--- config.mk ---
export PLATFORM = sky130hd
export DESIGN_NAME = nns_dist
export DESIGN_NICKNAME = d
export VERILOG_FILES = /design/src/rtl/core/nns_pkg.sv /design/src/rtl/core/nns_dist.sv
export SDC_FILE = /design/constraint.sdc
export NUM_CORES = 1
export LEC_CHECK = 0
export BUFFER_PORTS_ARGS = -buffer_cell sky130_fd_sc_hd__buf_2
export CELL_PAD_IN_SITES_DETAIL_PLACEMENT = 1
export CELL_PAD_IN_SITES_GLOBAL_PLACEMENT = 1
export CORE_ASPECT_RATIO = 0.7
export CORE_MARGIN = 2
export CORE_UTILIZATION = 42
export DETAILED_ROUTE_END_ITERATION = 6
export PLACE_DENSITY_LB_ADDON = 0.1
export SLEW_MARGIN = 0
export SYNTH_ARGS = -nofsm -noshare
export SYNTH_HDL_FRONTEND = slang
export SYNTH_SLANG_ARGS = --single-unit
--- constraint.sdc ---
create_clock -name i_clk -period 4.8 [get_ports i_clk]
set_input_delay 0.72 -clock i_clk [delete_from_list [all_inputs] [get_ports i_clk]]
set_output_delay 0.72 -clock i_clk [all_outputs]
set_load 0.03 [all_outputs]
--- src/rtl/core/nns_pkg.sv ---
`timescale 1ns / 1ps

package nns_pkg;

    localparam int COORD_BITS = 10;
    localparam int INDEX_W    = 12;
    localparam int DIST_W     = 2 * COORD_BITS + 1;

    typedef logic [COORD_BITS-1:0]   t_coord;
    typedef logic [2*COORD_BITS-1:0] t_sq;
    typedef logic [DIST_W-1:0]       t_dist;
    typedef logic [INDEX_W-1:0]      t_index;

    // action codes
    localparam logic [1:0] ACT_CLEAR = 2'd0;
    localparam logic [1:0] ACT_ADD   = 2'd1;
    localparam logic [1:0] ACT_QUERY = 2'd2;

    // status codes
    localparam logic [2:0] ST_CLEARED = 3'd0;
    localparam logic [2:0] ST_ADDED   = 3'd1;
    localparam logic [2:0] ST_FULL    = 3'd2;
    localparam logic [2:0] ST_FOUND   = 3'd3;
    localparam logic [2:0] ST_EMPTY   = 3'd4;

    typedef struct packed {
        t_coord row;
        t_coord col;
    } t_node;

    typedef struct packed {
        logic [1:0] action;
        t_coord     point_row;
        t_coord     point_col;
    } t_in_word;

    typedef struct packed {
        logic [2:0] status;
        t_coord     node_row;
        t_coord     node_col;
        t_index     node_index;
        t_dist      distance_sq;
    } t_out_word;

endpackage

--- src/rtl/core/nns_dist.sv ---
`timescale 1ns / 1ps

// Shared squared-distance unit: |dr|,|dc| -> squares -> sum (sum is combinational
// at the output and feeds the best-so-far compare).
module nns_dist import nns_pkg::*; #(
    parameter int IDX_BITS = 12
) (
    input  logic                i_clk,
    input  logic                i_rst_n,
    input  logic                i_valid,
    input  logic [IDX_BITS-1:0] i_idx,
    input  t_node               i_node,
    input  t_coord              i_q_row,
    input  t_coord              i_q_col,
    output logic                o_valid,
    output logic                o_busy,
    output logic [IDX_BITS-1:0] o_idx,
    output t_node               o_node,
    output t_dist               o_dist
);

    logic                r_v1, r_v2;
    logic [IDX_BITS-1:0] r_idx1, r_idx2;
    t_node               r_node1, r_node2;
    t_coord              r_dr, r_dc;
    t_sq                 r_sqr, r_sqc;

    always_ff @(posedge i_clk) begin
        if (!i_rst_n) begin
            r_v1 <= 1'b0;
            r_v2 <= 1'b0;
        end else begin
            r_v1 <= i_valid;
            r_v2 <= r_v1;
        end
    end

    always_ff @(posedge i_clk) begin
        r_idx1  <= i_idx;
        r_node1 <= i_node;
        r_dr    <= (i_node.row >= i_q_row) ? i_node.row - i_q_row : i_q_row - i_node.row;
        r_dc    <= (i_node.col >= i_q_col) ? i_node.col - i_q_col : i_q_col - i_node.col;
        r_idx2  <= r_idx1;
        r_node2 <= r_node1;
        r_sqr   <= t_sq'(r_dr) * t_sq'(r_dr);
        r_sqc   <= t_sq'(r_dc) * t_sq'(r_dc);
    end

    assign o_valid = r_v2;
    assign o_busy  = r_v1;
    assign o_idx   = r_idx2;
    assign o_node  = r_node2;
    assign o_dist  = t_dist'(r_sqr) + t_dist'(r_sqc);

endmodule

### Word-level counts from Yosys, hierarchy flattened

Index checks and enable logic that the tools add are counted.

* add/sub/neg operators: 5
* multipliers: 2
* order comparisons: 2
* mux-type cells: 2

Operator list (number)
* multiplier 10 x 10 -> 20 bit: 2
* subtractor 10 bit: 4
* adder 20 x 20 -> 21 bit: 1
* greater-or-equal comparator 10 bit: 2
* two-way mux 10 bit: 2

* register bits after elaboration: 126
* input bits: 55
* output and inout port bits: 55
* logic and storage cells: 23

### Logic depth before layout (Yosys ltp)

* word-level depth: 2
* mapped depth: 20
* gate-level depth less buffers: 19

### Least setup slack after synthesis

Ideal clock, no wire load.

* kind: flip-flop to flip-flop
* start point: register r_dr[0]
* end point: register r_sqr[17]
* library setup time: 0.118 ns
* arrival: 4.825 ns
* required time: 4.682 ns
* slack: -0.143 ns
* stages on the path, launching flop included: 19
* buffers on the path: 1
* period minus slack after synthesis: 4.943 ns
* cells stage by stage: dfxtp_1 -> clkbuf_1 -> nand2_1 -> fa_1 -> fa_1 -> inv_1 -> fa_1 -> fa_1 -> inv_1 -> fa_1 -> inv_1 -> ha_1 -> nand3_1 -> or2_2 -> a31o_2 -> nand2_1 -> a31oi_1 -> nor2b_1 -> xnor2_1

* cells in the longest elaborated chain, start to end: 1

RTL lines
* start, declared: RTL line nns_dist.sv:25 `t_coord r_dr, r_dc;`
* start signal, assigned: RTL line nns_dist.sv:41 `r_dr <= (i_node.row >= i_q_row) ? i_node.row - i_q_row : i_q_row - i_node.row;`
* multiplier 10 x 10 -> 20 bit: RTL line nns_dist.sv:45 `r_sqr <= t_sq'(r_dr) * t_sq'(r_dr);`
* end signal, assigned: RTL line nns_dist.sv:45
* end, declared: RTL line nns_dist.sv:26 `t_sq r_sqr, r_sqc;`

No other way between the ends.
A chain may end at the register's enable or synchronous reset.

### Worst setup path after layout

* start point: register r_dc[1]
* end point: register r_sqc[16]

* cells in the longest elaborated chain, start to end: 1

RTL lines
* start, declared: RTL line nns_dist.sv:25
* start signal, assigned: RTL line nns_dist.sv:42 `r_dc <= (i_node.col >= i_q_col) ? i_node.col - i_q_col : i_q_col - i_node.col;`
* multiplier 10 x 10 -> 20 bit: RTL line nns_dist.sv:46 `r_sqc <= t_sq'(r_dc) * t_sq'(r_dc);`
* end signal, assigned: RTL line nns_dist.sv:46
* end, declared: RTL line nns_dist.sv:26

No other way between the ends.

==> key figures <==
Run status
  • Outcome: completed

Route
  • DR iter-0 viols: 188
  • DRC Markers: 0
  • ANT nets after route: 0
  • Vias per cell: 4.801
  • Final WL: 24220 µm
  • Routed len/inst: 15.37 µm
  • Initial DRT Pass Iterations: 4
  • Vias: 7567

Timing
  • Worst slew margin: 39.79%
  • Post-layout min period: 4.699 ns
  • Tcrit/Tclk final: 97.90%
  • Final setup viols: 0
  • Final count of pins violating max slew: 0
  • Final worst slack: 0.1009 ns
  • RSZ-0062 raised after global routing: yes
  • Max Clock Freq: 212.8 MHz
  • Minimum hold slack: 0.3202 ns
  • Final hold violations: 0
  • Skew final: 0.008024 ns
  • Worst-Margin Slew: 0.9001 ns

Clock network
  • CTS max path bufs: 2
  • Clk pin slew, worst setup/hold paths: 0.06 ns
  • Clock root buffer master: clkbuf_16
  • CTS tree: done
  • Num CTS Buffers: 17
  • Clk Latency, worst-skew pair: 0.42 ns
  • CTS H-tree lvls: 4
  • CTS Sinks: 124

Layout
  • Antenna Cells: 0
  • Multi-input logic area: 7312 µm²
  • Nets: 1551
  • Finished Cell Area: 12770 µm²
  • Filler cell count: 2716
  • Fin cells: 1576
  • Register Area: 2526 µm²
  • Layout cells sized above 1: 25.20%
  • Area grow syn2layout: 25.87%

Placed design
  • Placement Setup Slack: -0.2854 ns
  • Placed Area: 11670 µm²
  • Buffers added on ports: 109
  • Routability Congestion: 0.7996
  • Dpl cells: 1537
  • DP HPWL: 19780 µm

Logic synthesis
  • Yosys top cell by area: dfxtp_1
  • Post-synth top area share: 24.46%
  • Top cells by count, synth: inv_1, ha_1, dfxtp_1
  • Synth Net Count: 1348
  • Post-Synth XOR/XNOR Area: 6.473%
  • Post-synth top flop: dfxtp_1
  • Cell count after synthesis: 1042
  • Syn Area/Cell: 9.738 µm²
  • FF+latch count, synth: 124
  • Simple-gate area share of the yosys netlist: 11.92%
  • Post-synthesis compound-gate area fraction: 10.15%
  • Synth top area cells: dfxtp_1, fa_1, ha_1
  • Register area share after synthesis: 24.46%
  • Post-synthesis mux area share: 1.628%
  • Async set-reset flop share out of synthesis: 0%
  • Synth Area in Adders: 38.20%
  • Largest family of logic cells by synthesized area: adder cells
  • Post-synth EDFFs: 0
  • Syn Std Cell Area: 10150 µm²
  • Cell with the most instances after synthesis: inv_1
  • Total number of yosys warnings: 0
  • Netlist cell types: 56

GRT
  • Initial antenna violation count: 0
  • Gr usage total: 19.95%
  • Overflow after GRT: 0
  • Vias in the first global route: 8134
  • First-pass GRT wire length: 39980 µm
  • Largest net degree at the start of global routing: 17

Die
  • I/O pin cnt: 110
  • Die Wd: 189.8 µm
  • Die height: 134.0 µm
  • Row Count: 47
  • Initial Util: 42.82%
  • Core footprint: 23700 µm²
  • Die area: 25440 µm²

Run
  • Max-Cap Viols: 0

Setup path
  • Max stage delay cell, worst path: fa_1
  • Top delay family on crit path: adder cells
  • Crit-path most repeated cell: fa_1
  • Cell chain of the critical path: nand2_4 > buf_4 > fa_1 > fa_1 > fa_1 > fa_1 > inv_1 > fa_1 > ha_4 > a21o_1 > a41o_1 > a211o_1 > o211a_1 > a211o_1
  • Crit path arrival time: 5.01 ns
  • Critical path startpoint category: flip-flop
  • Max incr delay on CP: 0.55 ns
  • WP depth: 14
  • WS Path Type: reg2reg
  • Worst setup EP type: flip-flop
  • Crit path required time: 5.12 ns
  • R2r worst-path depth: 14
  • CP max FO: 4
  • Critical path buffers and inverters: 2

Min path
  • Worst hold path cell count: 0
  • Hold Crit Class: reg2reg
## flip-flops by register name, summed over array words and instances, names as in the netlist
register and cells:
r_sqc 19, r_idx1 12, r_dr 10, o_idx 12
o_valid 1, o_node 20, r_dc 10, o_busy 1
r_node1 20, r_sqr 19
## what timing repair did
action	in CTS	in global routing
endpoints found under the hold margin	0	0
setup endpoints to repair	10	14
hold buffers	0	0
resized for setup	35	70
pin swaps	13	48
setup buffers	0	7
## area by class of cell
| cell class | instances | share of cell area [%] |
|---|---|---|
| Sequential cell | 124 | 19.78 |
| Multi-Input combinational cell | 725 | 57.25 |
| Clock buffer | 22 | 3.634 |
| Clock inverter | 10 | 1.097 |
| Tap cell | 318 | 3.115 |
| Inverter | 176 | 5.172 |
| Timing Repair Buffer | 201 | 9.953 |
## routing by layer
layer / part of all wire, % / vias up / global-route usage (%)
met5: 0 / - / 0
met4: 0.78 / 0 / 4.307
met3: 3.8 / 14 / 4.579
met2: 44 / 117 / 30.89
met1: 51 / 3655 / 28.50
li1: - / 3781 / -
## cell families (layout without fill, tap and decap cells)
group,count (synthesis),after routing
xor gates and xnor gates,75,75
adders and majority gates,251,251
muxes,16,16
AOI/OAI and AO/OA,154,154
and+or+nand+nor,229,229
DFF,124,124
buffers and inverters,193,409
## placed cells by master (no fill, tap or decap), drive strengths merged, types with 9 or more instances in the layout
master  netlist  final
xnor2        47     47
a31oi         9      9
nor2b        25     25
a21oi        49     49
ha          153    153
buf           2    201
and2         65     65
xor2         28     28
clkbuf       15     22
a21o         20     20
fa           98     98
nor3         11     11
o21ai        34     34
mux2i        12     12
nand2        47     47
dfxtp       124    124
inv         176    176
nor2         41     41
o21a         11     11
## worst reg2reg max path, cell delays in order, from the launching register on
cell and delay, ns:
dfxtp_4 0.41, nand2_4 0.06, buf_4 0.13, fa_1 0.55, fa_1 0.46, fa_1 0.51
fa_1 0.49, inv_1 0.05, fa_1 0.52, ha_4 0.22, a21o_1 0.18, a41o_1 0.23
a211o_1 0.35, o211a_1 0.22, a211o_1 0.22
## worst paths after layout
path	from	end	slack, ns
setup / recovery	r_dc[1]	r_sqc[16]	0.10
hold / removal	r_node1[19]	o_node[19]	0.32
setup reg to reg	r_dc[1]	r_sqc[16]	0.10
hold reg to reg	r_node1[19]	o_node[19]	0.32
## metrics by stage
step | util, % | TNS, ns
after detailed placement | 49.26 | -1.318
final | 53.89 | 0
after CTS | 52.50 | 0
after global routing | 53.89 | -0.09750
after floorplan | - | 0
after global placement | 49.26 | -0.09414
Power is not shown: default switching activity piles up to over one toggle a cycle in this logic, so the estimate is an artifact.
